`config.mk`:
```
export PLATFORM = sky130hd
export DESIGN_NAME = comment_stripper_keep_doc_top
export DESIGN_NICKNAME = d
export VERILOG_FILES = /design/src/rtl/cskd_pkg.sv /design/src/rtl/cskd_front.sv /design/src/rtl/cskd_back.sv /design/src/rtl/comment_stripper_keep_doc_top.sv
export SDC_FILE = /design/constraint.sdc
export NUM_CORES = 1
export LEC_CHECK = 0
export BUFFER_PORTS_ARGS = -buffer_cell sky130_fd_sc_hd__clkbuf_2
export CAP_MARGIN = 40
export CELL_PAD_IN_SITES_DETAIL_PLACEMENT = 1
export CELL_PAD_IN_SITES_GLOBAL_PLACEMENT = 2
export CORE_ASPECT_RATIO = 2
export CORE_UTILIZATION = 47
export DETAILED_ROUTE_END_ITERATION = 12
export GPL_TIMING_DRIVEN = 0
export PLACE_DENSITY_LB_ADDON = 0.12
export RECOVER_POWER = 50
export SYNTH_ARGS = -nofsm -noshare
export SYNTH_HDL_FRONTEND = slang
export SYNTH_HIERARCHICAL = 1
export SYNTH_SLANG_ARGS = --single-unit
```
`constraint.sdc`:
```
create_clock -name clock -period 4.4 [get_ports clock]
set_input_delay 0 -clock clock [delete_from_list [all_inputs] [get_ports clock]]
set_output_delay 0 -clock clock [all_outputs]
set_load 0.1 [all_outputs]
```
`src/rtl/cskd_pkg.sv`:
```
`default_nettype none
package cskd_pkg;

   // Input and result transaction payloads.
   typedef struct packed {
      logic [1:0] kind;
      logic [7:0] char_byte;
   } req_type;

   typedef struct packed {
      logic [7:0] out_byte;
      logic       last;
   } rsp_type;

   // Input kinds.
   localparam logic [1:0] KIND_TEXT = 2'd0;
   localparam logic [1:0] KIND_EOL  = 2'd1;
   localparam logic [1:0] KIND_EOS  = 2'd2;

   // Classified operations passed from the front to the back.
   localparam logic [1:0] OP_TEXT = 2'd0;
   localparam logic [1:0] OP_EOL  = 2'd1;
   localparam logic [1:0] OP_EOS  = 2'd2;
   localparam logic [1:0] OP_NONE = 2'd3;

   typedef struct packed {
      logic [1:0] op;
      logic [7:0] char_byte;
   } cmd_type;

   // Characters of interest.
   localparam logic [7:0] CH_STAR  = 8'd42;
   localparam logic [7:0] CH_SLASH = 8'd47;
   localparam logic [7:0] CH_BANG  = 8'd33;
   localparam logic [7:0] CH_NL    = 8'd10;

   // Whitespace test: space, tab, newline, vertical tab, form feed, carriage return.
   function automatic logic is_white(input logic [7:0] c);
      is_white = (c == 8'd32) || ((c >= 8'd9) && (c <= 8'd13));
   endfunction

endpackage
`default_nettype wire

```
`src/rtl/cskd_front.sv`:
```
`default_nettype none
module cskd_front (
   input  wire logic             clock,
   input  wire logic             reset,
   input  wire logic             req_valid,
   output logic                  req_ready,
   input  wire cskd_pkg::req_type req_data,
   output logic                  cmd_valid,
   input  wire logic             cmd_ready,
   output cskd_pkg::cmd_type     cmd_data
);
   import cskd_pkg::*;

   cmd_type    q_ff [4];
   logic [1:0] wp_ff, wp_in;
   logic [1:0] rp_ff, rp_in;
   logic [2:0] cnt_ff, cnt_in;
   cmd_type    cls;
   logic       push, pop;

   // Classify the incoming transaction.
   always_comb begin
      cls.char_byte = req_data.char_byte;
      unique case (req_data.kind)
         KIND_TEXT: cls.op = OP_TEXT;
         KIND_EOL:  cls.op = OP_EOL;
         KIND_EOS:  cls.op = OP_EOS;
         default:   cls.op = OP_NONE;
      endcase
   end

   // Queue control.
   assign req_ready = (cnt_ff != 3'd4);
   assign cmd_valid = (cnt_ff != 3'd0);
   assign cmd_data  = q_ff[rp_ff];
   assign push      = req_valid && req_ready;
   assign pop       = cmd_valid && cmd_ready;

   always_comb begin
      wp_in  = push ? wp_ff + 2'd1 : wp_ff;
      rp_in  = pop ? rp_ff + 2'd1 : rp_ff;
      cnt_in = cnt_ff + {2'b0, push} - {2'b0, pop};
   end

   always_ff @(posedge clock) begin
      if (reset) begin
         wp_ff  <= 2'd0;
         rp_ff  <= 2'd0;
         cnt_ff <= 3'd0;
      end else begin
         wp_ff  <= wp_in;
         rp_ff  <= rp_in;
         cnt_ff <= cnt_in;
      end
   end

   // Queue storage.
   always_ff @(posedge clock) begin
      if (push) begin
         q_ff[wp_ff] <= cls;
      end
   end

endmodule
`default_nettype wire

```
`src/rtl/cskd_back.sv`:
```
`default_nettype none
module cskd_back #(
   parameter int SPACE_DEPTH = 32
) (
   input  wire logic              clock,
   input  wire logic              reset,
   input  wire logic              cmd_valid,
   output logic                   cmd_ready,
   input  wire cskd_pkg::cmd_type cmd_data,
   output logic                   rsp_valid,
   input  wire logic              rsp_ready,
   output cskd_pkg::rsp_type      rsp_data
);
   import cskd_pkg::*;

   localparam int HW = (SPACE_DEPTH > 1) ? $clog2(SPACE_DEPTH) : 1;
   localparam int CW = $clog2(SPACE_DEPTH + 1);
   localparam int SW = CW + 1;
   localparam logic [CW-1:0] DEPTH_C = CW'(SPACE_DEPTH);
   localparam logic [HW-1:0] LAST_H  = HW'(SPACE_DEPTH - 1);

   localparam logic [3:0] S_IDLE = 4'd0;
   localparam logic [3:0] S_DEC  = 4'd1;
   localparam logic [3:0] S_EMIT = 4'd2;
   localparam logic [3:0] S_FRD  = 4'd3;
   localparam logic [3:0] S_FWR  = 4'd4;
   localparam logic [3:0] S_EOL  = 4'd5;
   localparam logic [3:0] S_ENL  = 4'd6;
   localparam logic [3:0] S_FIN  = 4'd7;

   localparam logic [1:0] RET_WFULL = 2'd0;
   localparam logic [1:0] RET_CHAR  = 2'd1;
   localparam logic [1:0] RET_EOL   = 2'd2;

   localparam logic [1:0] R_WAIT = 2'd0;
   localparam logic [1:0] R_ONE  = 2'd1;
   localparam logic [1:0] R_TWO  = 2'd2;
   localparam logic [1:0] R_SKIP = 2'd3;

   logic [3:0]    st_ff, st_in;
   logic          inblk_ff, inblk_in, keep_ff, keep_in, plb_ff, plb_in;
   logic          lho_ff, lho_in, skip_ff, skip_in;
   logic [7:0]    la_ff [4];
   logic [7:0]    la_in [4];
   logic [2:0]    n_ff, n_in;
   logic          fin_ff, fin_in, eol_ff, eol_in, nl_ff, nl_in, eos_ff, eos_in;
   logic [7:0]    e0_ff, e0_in, e1_ff, e1_in;
   logic [1:0]    ecnt_ff, ecnt_in;
   logic          eidx_ff, eidx_in;
   logic [1:0]    ret_ff, ret_in;
   logic          has_ff, has_in;
   logic [HW-1:0] head_ff, head_in;
   logic [CW-1:0] cnt_ff, cnt_in;
   logic          hold_v_ff, hold_v_in;
   logic [7:0]    hold_ff, hold_in;
   logic          out_v_ff, out_v_in;
   rsp_type       out_ff, out_in;

   logic [7:0]    sp_mem [SPACE_DEPTH];
   logic [7:0]    rd_q_ff;
   logic          wr_en;
   logic [HW-1:0] wr_addr;
   logic [7:0]    wr_data;

   logic [1:0]    dec_r;
   logic [7:0]    dec_e0, dec_e1;
   logic [1:0]    dec_ecnt;
   logic          dec_inblk, dec_keep;
   logic          doc, wait_more;

   logic          can_push, push, prod_ok, prod_req;
   logic [7:0]    prod_byte;
   rsp_type       push_data;
   logic [7:0]    cur_c;
   logic [SW-1:0] tail_sum;
   logic [HW-1:0] tail, head_inc;

   // Decision on the head of the lookahead window.
   always_comb begin
      dec_r     = R_ONE;
      dec_e0    = la_ff[0];
      dec_e1    = la_ff[0];
      dec_ecnt  = 2'd1;
      dec_inblk = inblk_ff;
      dec_keep  = keep_ff;
      doc       = 1'b0;
      wait_more = 1'b0;
      if (inblk_ff) begin
         if (la_ff[0] == CH_STAR && n_ff < 3'd2 && !fin_ff) begin
            dec_r = R_WAIT;
         end else if (la_ff[0] == CH_STAR && n_ff >= 3'd2 && la_ff[1] == CH_SLASH) begin
            dec_r     = R_TWO;
            dec_e0    = CH_STAR;
            dec_e1    = CH_SLASH;
            dec_ecnt  = keep_ff ? 2'd2 : 2'd0;
            dec_inblk = 1'b0;
            dec_keep  = 1'b0;
         end else begin
            dec_ecnt = keep_ff ? 2'd1 : 2'd0;
         end
      end else if (la_ff[0] == CH_SLASH) begin
         if (n_ff < 3'd2) begin
            if (!fin_ff) begin
               dec_r = R_WAIT;
            end
         end else if (la_ff[1] == CH_STAR) begin
            if (n_ff < 3'd3) begin
               wait_more = !fin_ff;
            end else if (la_ff[2] == CH_BANG) begin
               doc = 1'b1;
            end else if (la_ff[2] == CH_STAR) begin
               if (n_ff < 3'd4) begin
                  wait_more = !fin_ff;
                  doc       = 1'b1;
               end else begin
                  doc = (la_ff[3] != CH_SLASH);
               end
            end
            if (wait_more) begin
               dec_r = R_WAIT;
            end else begin
               dec_r     = R_TWO;
               dec_e0    = CH_SLASH;
               dec_e1    = CH_STAR;
               dec_ecnt  = doc ? 2'd2 : 2'd0;
               dec_inblk = 1'b1;
               dec_keep  = doc;
            end
         end else if (la_ff[1] == CH_SLASH) begin
            if (n_ff < 3'd3) begin
               dec_r = fin_ff ? R_SKIP : R_WAIT;
            end else if (la_ff[2] == CH_SLASH || la_ff[2] == CH_BANG) begin
               dec_r    = R_TWO;
               dec_e0   = CH_SLASH;
               dec_e1   = CH_SLASH;
               dec_ecnt = 2'd2;
            end else begin
               dec_r = R_SKIP;
            end
         end
      end
   end

   // Output register and the one-byte hold that lets the last flag be set late.
   assign can_push  = !out_v_ff || rsp_ready;
   assign prod_ok   = !hold_v_ff || can_push;
   assign rsp_valid = out_v_ff;
   assign rsp_data  = out_ff;
   assign cmd_ready = (st_ff == S_IDLE);
   assign cur_c     = eidx_ff ? e1_ff : e0_ff;
   assign tail_sum  = SW'(head_ff) + SW'(cnt_ff);
   assign tail      = (tail_sum >= SW'(SPACE_DEPTH)) ?
                      HW'(tail_sum - SW'(SPACE_DEPTH)) : HW'(tail_sum);
   assign head_inc  = (head_ff == LAST_H) ? '0 : head_ff + HW'(1);

   // Sequencer for one transaction.
   always_comb begin
      st_in     = st_ff;
      inblk_in  = inblk_ff;
      keep_in   = keep_ff;
      plb_in    = plb_ff;
      lho_in    = lho_ff;
      skip_in   = skip_ff;
      la_in     = la_ff;
      n_in      = n_ff;
      fin_in    = fin_ff;
      eol_in    = eol_ff;
      nl_in     = nl_ff;
      eos_in    = eos_ff;
      e0_in     = e0_ff;
      e1_in     = e1_ff;
      ecnt_in   = ecnt_ff;
      eidx_in   = eidx_ff;
      ret_in    = ret_ff;
      has_in    = has_ff;
      head_in   = head_ff;
      cnt_in    = cnt_ff;
      prod_req  = 1'b0;
      prod_byte = cur_c;
      push      = 1'b0;
      push_data = '{out_byte: hold_ff, last: 1'b0};
      wr_en     = 1'b0;
      wr_addr   = tail;
      wr_data   = cur_c;

      unique case (st_ff)
         S_IDLE: begin
            if (cmd_valid) begin
               eidx_in = 1'b0;
               unique case (cmd_data.op)
                  OP_TEXT: begin
                     fin_in = 1'b0;
                     eol_in = 1'b0;
                     if (skip_ff) begin
                        st_in = S_FIN;
                     end else begin
                        la_in[n_ff[1:0]] = cmd_data.char_byte;
                        n_in  = n_ff + 3'd1;
                        st_in = S_DEC;
                     end
                  end
                  OP_EOL, OP_EOS: begin
                     fin_in = 1'b1;
                     eol_in = 1'b1;
                     nl_in  = (cmd_data.op == OP_EOL);
                     eos_in = (cmd_data.op == OP_EOS);
                     st_in  = S_DEC;
                  end
                  default: st_in = S_FIN;
               endcase
            end
         end
         S_DEC: begin
            eidx_in = 1'b0;
            if (n_ff == 3'd0 || skip_ff || dec_r == R_WAIT) begin
               st_in = eol_ff ? S_EOL : S_FIN;
            end else if (dec_r == R_SKIP) begin
               skip_in = 1'b1;
               n_in    = 3'd0;
               st_in   = eol_ff ? S_EOL : S_FIN;
            end else begin
               inblk_in = dec_inblk;
               keep_in  = dec_keep;
               e0_in    = dec_e0;
               e1_in    = dec_e1;
               ecnt_in  = dec_ecnt;
               if (dec_r == R_TWO) begin
                  la_in[0] = la_ff[2];
                  la_in[1] = la_ff[3];
                  n_in     = (n_ff >= 3'd2) ? n_ff - 3'd2 : 3'd0;
               end else begin
                  la_in[0] = la_ff[1];
                  la_in[1] = la_ff[2];
                  la_in[2] = la_ff[3];
                  n_in     = n_ff - 3'd1;
               end
               if (dec_ecnt != 2'd0) begin
                  st_in = S_EMIT;
               end
            end
         end
         S_EMIT: begin
            if (is_white(cur_c)) begin
               if (cnt_ff == DEPTH_C) begin
                  ret_in = RET_WFULL;
                  st_in  = S_FRD;
               end else begin
                  wr_en  = 1'b1;
                  cnt_in = cnt_ff + CW'(1);
                  if (!eidx_ff && ecnt_ff == 2'd2) begin
                     eidx_in = 1'b1;
                  end else begin
                     st_in = S_DEC;
                  end
               end
            end else if (cnt_ff != '0) begin
               ret_in = RET_CHAR;
               st_in  = S_FRD;
            end else if (prod_ok) begin
               prod_req = 1'b1;
               lho_in   = 1'b1;
               if (!eidx_ff && ecnt_ff == 2'd2) begin
                  eidx_in = 1'b1;
               end else begin
                  st_in = S_DEC;
               end
            end
         end
         S_FRD: begin
            st_in = S_FWR;
         end
         S_FWR: begin
            prod_byte = rd_q_ff;
            if (prod_ok) begin
               prod_req = 1'b1;
               head_in  = head_inc;
               if (ret_ff == RET_WFULL) begin
                  wr_en   = 1'b1;
                  wr_addr = head_ff;
                  lho_in  = 1'b1;
                  if (!eidx_ff && ecnt_ff == 2'd2) begin
                     eidx_in = 1'b1;
                     st_in   = S_EMIT;
                  end else begin
                     st_in = S_DEC;
                  end
               end else begin
                  cnt_in = cnt_ff - CW'(1);
                  if (cnt_ff == CW'(1)) begin
                     st_in = (ret_ff == RET_CHAR) ? S_EMIT : S_ENL;
                  end else begin
                     st_in = S_FRD;
                  end
               end
            end
         end
         S_EOL: begin
            has_in = lho_ff || (keep_ff && cnt_ff != '0);
            if (keep_ff && cnt_ff != '0) begin
               ret_in = RET_EOL;
               st_in  = S_FRD;
            end else begin
               st_in = S_ENL;
            end
         end
         S_ENL: begin
            prod_byte = CH_NL;
            if (prod_ok) begin
               if (has_ff) begin
                  prod_req = nl_ff;
                  plb_in   = 1'b0;
               end else if (nl_ff && !inblk_ff && !plb_ff) begin
                  prod_req = 1'b1;
                  plb_in   = 1'b1;
               end
               cnt_in  = '0;
               n_in    = 3'd0;
               lho_in  = 1'b0;
               skip_in = 1'b0;
               if (eos_ff) begin
                  inblk_in = 1'b0;
                  keep_in  = 1'b0;
                  plb_in   = 1'b0;
               end
               st_in = S_FIN;
            end
         end
         S_FIN: begin
            if (!hold_v_ff) begin
               st_in = S_IDLE;
            end else if (can_push) begin
               push      = 1'b1;
               push_data = '{out_byte: hold_ff, last: 1'b1};
               st_in     = S_IDLE;
            end
         end
         default: st_in = S_IDLE;
      endcase

      // A produced byte displaces the held one toward the output.
      hold_v_in = hold_v_ff;
      hold_in   = hold_ff;
      if (prod_req) begin
         if (hold_v_ff) begin
            push = 1'b1;
         end
         hold_v_in = 1'b1;
         hold_in   = prod_byte;
      end else if (push) begin
         hold_v_in = 1'b0;
      end

      out_v_in = out_v_ff;
      out_in   = out_ff;
      if (push) begin
         out_v_in = 1'b1;
         out_in   = push_data;
      end else if (rsp_ready) begin
         out_v_in = 1'b0;
      end
   end

   // Control registers.
   always_ff @(posedge clock) begin
      if (reset) begin
         st_ff     <= S_IDLE;
         inblk_ff  <= 1'b0;
         keep_ff   <= 1'b0;
         plb_ff    <= 1'b0;
         lho_ff    <= 1'b0;
         skip_ff   <= 1'b0;
         n_ff      <= 3'd0;
         cnt_ff    <= '0;
         head_ff   <= '0;
         hold_v_ff <= 1'b0;
         out_v_ff  <= 1'b0;
      end else begin
         st_ff     <= st_in;
         inblk_ff  <= inblk_in;
         keep_ff   <= keep_in;
         plb_ff    <= plb_in;
         lho_ff    <= lho_in;
         skip_ff   <= skip_in;
         n_ff      <= n_in;
         cnt_ff    <= cnt_in;
         head_ff   <= head_in;
         hold_v_ff <= hold_v_in;
         out_v_ff  <= out_v_in;
      end
   end

   // Payload and per-transaction working registers.
   always_ff @(posedge clock) begin
      la_ff   <= la_in;
      fin_ff  <= fin_in;
      eol_ff  <= eol_in;
      nl_ff   <= nl_in;
      eos_ff  <= eos_in;
      e0_ff   <= e0_in;
      e1_ff   <= e1_in;
      ecnt_ff <= ecnt_in;
      eidx_ff <= eidx_in;
      ret_ff  <= ret_in;
      has_ff  <= has_in;
      hold_ff <= hold_in;
      out_ff  <= out_in;
   end

   // Held whitespace memory, circular from the head pointer.
   always_ff @(posedge clock) begin
      if (wr_en) begin
         sp_mem[wr_addr] <= wr_data;
      end
      rd_q_ff <= sp_mem[head_ff];
   end

endmodule
`default_nettype wire

```
`src/rtl/comment_stripper_keep_doc_top.sv`:
```
`default_nettype none
// The queue registers each transaction ahead of the back end, which takes one at a time. A
// byte of a removed line rest goes straight to the finish state; others are decided on from
// the lookahead, after held whitespace is written out. A line end passes the decision,
// line-end and newline states, reading out kept whitespace first. A written byte waits in a
// one-byte hold until the next byte or transaction end, then enters the output register.
// Reset (synchronous, active high) clears the queue, parser flags and output valid.
module comment_stripper_keep_doc_top #(
   parameter int SPACE_DEPTH = 32
) (
   input  wire logic              clock,
   input  wire logic              reset,
   input  wire logic              req_valid,
   output logic                   req_ready,
   input  wire cskd_pkg::req_type req_data,
   output logic                   rsp_valid,
   input  wire logic              rsp_ready,
   output cskd_pkg::rsp_type      rsp_data
);
   import cskd_pkg::*;

   logic    cmd_valid, cmd_ready;
   cmd_type cmd_data;

   // Front: accept and classify transactions into the queue.
   cskd_front u_front (
      .clock     (clock),
      .reset     (reset),
      .req_valid (req_valid),
      .req_ready (req_ready),
      .req_data  (req_data),
      .cmd_valid (cmd_valid),
      .cmd_ready (cmd_ready),
      .cmd_data  (cmd_data)
   );

   // Back: parse, trim whitespace and deliver result bytes.
   cskd_back #(
      .SPACE_DEPTH (SPACE_DEPTH)
   ) u_back (
      .clock     (clock),
      .reset     (reset),
      .cmd_valid (cmd_valid),
      .cmd_ready (cmd_ready),
      .cmd_data  (cmd_data),
      .rsp_valid (rsp_valid),
      .rsp_ready (rsp_ready),
      .rsp_data  (rsp_data)
   );

endmodule
`default_nettype wire
```
# After elaboration in Yosys (flattened, before gate mapping)
# Memory sizes are Yosys's and may differ from the RTL's. A register that Yosys moved wholly into a read port is not among the register bits.
# Cells that the tools add are included.
# totals
ff_bits,106
ram_bits,296
output_inout_bits,11
elab_cells,372
n_memories,2
# op_classes
add_sub_neg,12
order_cmp,9
eq_ne,60
n_mux,192
n_bitwise,4
reduce_logical,63
# mem_list
memory,depth,width,read_ports,rd_ports_with_merged_regs,wr,line,text
u_back.sp_mem,32,8,1,1,1,cskd_back.sv:59,logic [7:0] sp_mem [SPACE_DEPTH];
u_front.q_ff,4,10,1,1,1,cskd_front.sv:14,cmd_type q_ff [4];
# ops
op,n
8-bit two-way mux,20
32-bit two-way mux,3
1-bit two-way mux,82
"8-bit by 6-bit equality test with 1-bit output, second input constant",8
2-bit two-way mux,30
4-bit two-way mux,15
24-bit two-way mux,2
24-bit one-hot mux with 2 select lines,1
3-bit two-way mux,11
32-bit bitwise mux,1
4-bit one-hot mux with 8 select lines,1
6-bit two-way mux,5
5-bit two-way mux,5
6-bit AND reduction,4
7-bit AND reduction,3
"2-bit by 1-bit inequality test with 1-bit output, second input constant",10
"3-bit inequality test, second input constant",6
6-bit one-hot mux with 3 select lines,1
8-bit demux with 2-bit select,1
"4-bit by 3-bit equality test with 1-bit output, second input constant",4
16-bit two-way mux,1
"2-bit inequality test, second input constant",8
8-bit one-hot mux with 2 select lines,1
2-bit nonzero test,7
54 further kinds,110

# Longest topological paths before layout
# logic_depth
word_depth,20
ltp_mapped,14

# Modules after synthesis
# Netlist, hierarchy kept.
# modules_own_cells
mod,n_inst,cells_per_inst,area_per_inst_um2,seq_area_each_um2
cskd_back,1,990,15503.6,10390.0
cskd_front,1,103,1934.4,1381.3

# Worst setup path after synthesis
# OpenSTA, ideal clock, no wires.
# synth_path
kind,reg-to-reg
start,register u_back.n_ff[2]
end,register u_back/la_ff[10] in the netlist's numbering (enable)
setup_time_ns,0.332
arrival_time_ns,2.896
slack_ns,1.172
path_stages_with_launch,13
path_buffers,2
cell_sequence,dfxtp_1 clkbuf_1 inv_1 ha_1 buf_2 or4b_1 o41ai_1 a31oi_1 a311oi_4 xor2_1 a31oi_1 nor2b_1 o311a_1
# synth_via
elab_chain_len,18
word_cells_on_any_way,35
classes_between,4 x order compare; 5 x eq/ne; 17 x mux; 9 x reduce/logical
# synth_rtl
element,line,text
start: declaration,cskd_back.sv:45,"logic [2:0] n_ff, n_in;"
start signal: assignment,cskd_back.sv:384,n_ff <= n_in;
3-bit < comparator,cskd_back.sv:112,if (n_ff < 3'd4) begin
1-bit two-way mux,cskd_back.sv:112,
1-bit two-way mux,cskd_back.sv:111,end else if (la_ff[2] == CH_STAR) begin
1-bit two-way mux,cskd_back.sv:109,end else if (la_ff[2] == CH_BANG) begin
1-bit two-way mux,cskd_back.sv:107,if (n_ff < 3'd3) begin
1-bit two-way mux,cskd_back.sv:106,end else if (la_ff[1] == CH_STAR) begin
1-bit two-way mux,cskd_back.sv:102,if (n_ff < 3'd2) begin
1-bit two-way mux,cskd_back.sv:101,end else if (la_ff[0] == CH_SLASH) begin
[2 not listed],-,
2-bit two-way mux,cskd_back.sv:106,
2-bit two-way mux,cskd_back.sv:102,
2-bit two-way mux,cskd_back.sv:101,
2-bit two-way mux,cskd_back.sv:88,if (inblk_ff) begin
2-bit zero test,cskd_back.sv:215,if (n_ff == 3'd0 || skip_ff || dec_r == R_WAIT) begin
1-bit logical OR,cskd_back.sv:215,
2-bit inequality test (no line),-,
7-bit AND reduction (no line) *,-,
end signal: assignment,cskd_back.sv:394,la_ff <= la_in;
end: declaration,cskd_back.sv:43,logic [7:0] la_ff [4];
# Mark *: on every way between the ends. The rest lies on a longest branch, timed or not. The select of a mux whose other input is x is not followed.
# A chain may end at the register's enable or synchronous reset.

# Final worst setup path
# layout_path
start,register u_back.n_ff[2]
end,register u_back/la_ff[31] in the netlist's numbering (enable)
# layout_via
elab_chain_len,18
word_cells_on_any_way,33
classes_between,4 x order compare; 3 x eq/ne; 17 x mux; 9 x reduce/logical
# layout_rtl
element,line
3-bit < comparator,cskd_back.sv:112
1-bit two-way mux,cskd_back.sv:112
1-bit two-way mux,cskd_back.sv:111
1-bit two-way mux,cskd_back.sv:109
1-bit two-way mux,cskd_back.sv:107
1-bit two-way mux,cskd_back.sv:106
1-bit two-way mux,cskd_back.sv:102
1-bit two-way mux,cskd_back.sv:101
[2 not listed],-
2-bit two-way mux,cskd_back.sv:106
2-bit two-way mux,cskd_back.sv:102
2-bit two-way mux,cskd_back.sv:101
2-bit two-way mux,cskd_back.sv:88
2-bit zero test,cskd_back.sv:215
1-bit logical OR,cskd_back.sv:215
2-bit inequality test (no line),-
6-bit AND reduction (no line) *,-
# Marked as above.

==> out/results.ini <==
[floorplanning]
core-area_um2=36500
design.die.area_um2=37900
fp-row-count=99
dieWidth_um=138
num_io_pins=25
die_height_um=274
start_util=0.477

[critical_path]
required_ps=4590
startpoint_type=flip-flop
crit-reg2reg-launch=u_back/n_ff[2]
criticalPathCategory=flip-flop to flip-flop
r2r_end=u_back/la_ff[31]
critPathCaptureType=flip-flop
worstRegToRegCells=12
critPathArrivalTime_ps=4420
worstPathMaxFanout=10
r2r_setup_slack_ps=170

[job]
cap_violations=0

[finish]
fillCellCount=3387
antenna_cells=0
syn_to_final_growth_pct=13.1
multiInputGateArea_um2=5310
stdcell_area_um2=19700
drive_gt1_frac=0.164
layout.nets=1231
seqCellArea_um2=11800

[synth]
netlist_area_um2=17400
synth_edf_count=364
yosysTopAreaCell=edfxtp_1
syn_inst=1093
synth_nets=1135
synth_area_leaders=edfxtp_1 63%, mux4_2 12%, dfxtp_1 4.8%, nor2_1 1.9%, ha_1 1.9%
ys_types=83
ys_ff_latch=406
yosys_warnings=6
syn_area_per_cell_um2=16.0
synth_top_area_frac=0.627
synth.yosys.seq_area_share=0.675
synthFlopType=edfxtp_1
async_flop_share=0

[min_path]
min_to=u_front/q_ff[3][0]
hold_path_depth=2
min_from=req_data[0]
hp-class=input pin to flip-flop

[clock_tree]
cts_buffer_depth=3
h-tree-depth=2
cts_buffers=36
cts_tree=built
clk_pin_slew_ps=60
cts_setup_buffers=0
cts_sinks=406
root_buffer=clkbuf_16
insertion_delay_ps=540

[global_route]
grt_pass1_wl_um=67000
grt_pass1_vias=10900
grt.total_usage=0.244
antenna_found_initial=0
grt_overflow=0
grt_max_degree=33

[sta]
setup_tns_ps=0
relSlewSlack=0.0425
finClkSkew_ps=20.8
maxSlewViolCount=0
setup_ws_ps=170
finalCriticalPeriod_ps=4230
setup_viol=0
hold_viol_final=0
fmax_ghz=0.236
grt_setup_unrepaired=false
tightest_slew_ps=1440
fin_crit_sh=0.961

[drt]
drt_first_pass_iters=4
vias=9899
drc=0
wl_per_cell_um=26.7
detail_route.wirelength_um=44600
postRouteAntennaNets=0
drtIter0Drc=489
drt-vias-per-instance=5.93

[placement]
place_area_um2=18500
port_buffers=21
place_ws_ps=-130
gp_congestion=0.862
dp_hpwl_um=33700

[pwr]
leakage_nw=6.19
peakVddDrop_mv=0.360
powerDensity_nw_per_um2=455

[run_status]
status=finished, final reports clean

==> synth_stat cells (5+ instances only) <==
master	number
edfxtp_1	364
mux4_2	90
nor2_1	87
nand2_1	63
clkbuf_1	49
a21oi_1	43
dfxtp_1	42
o21ai_0	38
ha_1	26
inv_1	24
mux2i_1	21
nor3_1	19
nand3_1	17
and2_1	14
nand2b_1	14
a22o_1	13
a31oi_1	11
and3_1	10
nor3b_1	10
buf_1	9
mux2_2	8
nor4_1	8
o21a_1	6
or3_1	6
nor2b_1	5
o21ai_1	5
xnor2_1	5
xor2_1	5
==> power breakdown <==
group | total, mW | internal [mW] | switching [mW]
Clock | 3.31 | 1.91 | 1.40
Combinational | 1.14 | 0.443 | 0.700
Sequential | 4.52 | 4.40 | 0.125
Total | 8.97 | 6.75 | 2.23
==> state kept, by name, summed over array words and instances (netlist names), 3 cells and up, named ones only <==
name,count
u_back/hold_ff,8
u_front/cnt_ff,3
u_back/sp_mem,256
u_back/n_ff,3
u_front/q_ff,40
u_back/rsp_data,9
u_back/st_ff,4
u_back/head_ff,5
u_back/e0_ff,8
u_back/rd_q_ff,8
u_back/la_ff,32
u_back/cnt_ff,6
==> logic make-up after synthesis <==
group / synth area share
flip-flops: 0.675
AND/OR/NAND/NOR: 0.0816
AO/OA/AOI/OAI: 0.0617
multiplexers: 0.135
buffers and inverters: 0.0196
adder cells (fa/ha/maj): 0.0210
XOR/XNOR: 0.00596
other: 0.000215
==> worst max-delay path by stage <==
| stage | cells past startpoint | to | startpoint |
|---|---|---|---|
| 6_report | 12 | u_back/la_ff[31] | u_back/n_ff[2] |
| 5_1_grt | 12 | u_back/la_ff[28] | u_back/n_ff[2] |
| 4_1_cts | 12 | u_back/la_ff[9] | u_back/n_ff[2] |
| 3_5_place_dp | 12 | u_back/la_ff[13] | u_back/n_ff[2] |
| 3_3_place_gp | 12 | u_back/la_ff[13] | u_back/n_ff[2] |
| 2_1_floorplan | 12 | u_back/la_ff[10] | u_back/n_ff[2] |
==> through the flow <==
stage                     std cells  hold slack (ps)   util  power [mW]
final                          1669              260  0.540        8.97
after global routing           1669              261  0.540        9.29
after CTS                      1667              192  0.543        9.09
after detailed placement       1590              218  0.505        5.79
after global placement         1568              209  0.496        5.72
after floorplan                1093             98.9      -        5.37
==> cell type report <==
| cell class | instances | share of cell area |
|---|---|---|
| clock inverters | 20 | 0.0119 |
| flip-flops and latches | 406 | 0.597 |
| multi-input cells | 600 | 0.269 |
| plain buffers | 63 | 0.0126 |
| repair buffers | 58 | 0.0258 |
| inverters | 24 | 0.00457 |
| well taps | 454 | 0.0288 |
| clock buffers | 44 | 0.0504 |
==> metal layers <==
metal | vias up | GRT usage | share of wire
met5 | - | 0 | 0
met3 | 69 | 0.0229 | 0.022
met2 | 173 | 0.537 | 0.63
met1 | 5186 | 0.218 | 0.32
li1 | 4471 | - | -
met4 | 0 | 0.0893 | 0.033
==> repair_timing <==
action                                  CTS  global route
endpoints found under the hold margin    52             0
resized for setup                         1             1
hold buffers                             13             0
endpoints found under the setup margin   24             8
==> cell usage in the layout, fill, tap and decap left out, drive strengths merged, types with 3 or more instances in the layout <==
cell / n
clkinv: 14
o21ai: 43
nor2b: 5
edfxtp: 364
clkbuf: 119
or4: 3
o21a: 6
a311oi: 3
ha: 26
nand3: 18
and3: 10
mux4: 90
xnor2: 6
mux2: 10
a21oi: 43
inv: 25
dfxtp: 42
nand2b: 14
nor2: 89
nor3: 19
o311ai: 3
nand4: 4
nand2: 63
a211o: 3
nor4: 8
a221oi: 3
dlygate4sd3: 13
xor2: 5
bufinv: 5
or2: 5
mux2i: 21
nor4b: 4
a21o: 4
a31oi: 11
or3: 6
nor3b: 10
buf: 32
a22o: 13
and2: 14
nand4b: 3
==> critical path, stage by stage, from the launching register on <==
cell,delay [ps]
dfxtp_1,300
clkbuf_1,240
inv_1,210
ha_1,160
buf_2,200
or4b_1,460
o41ai_2,370
a31oi_1,140
a311oi_4,430
xor2_1,410
a31oi_1,140
nor2b_1,360
o21a_1,470
Power figures use the tool's default switching activity.
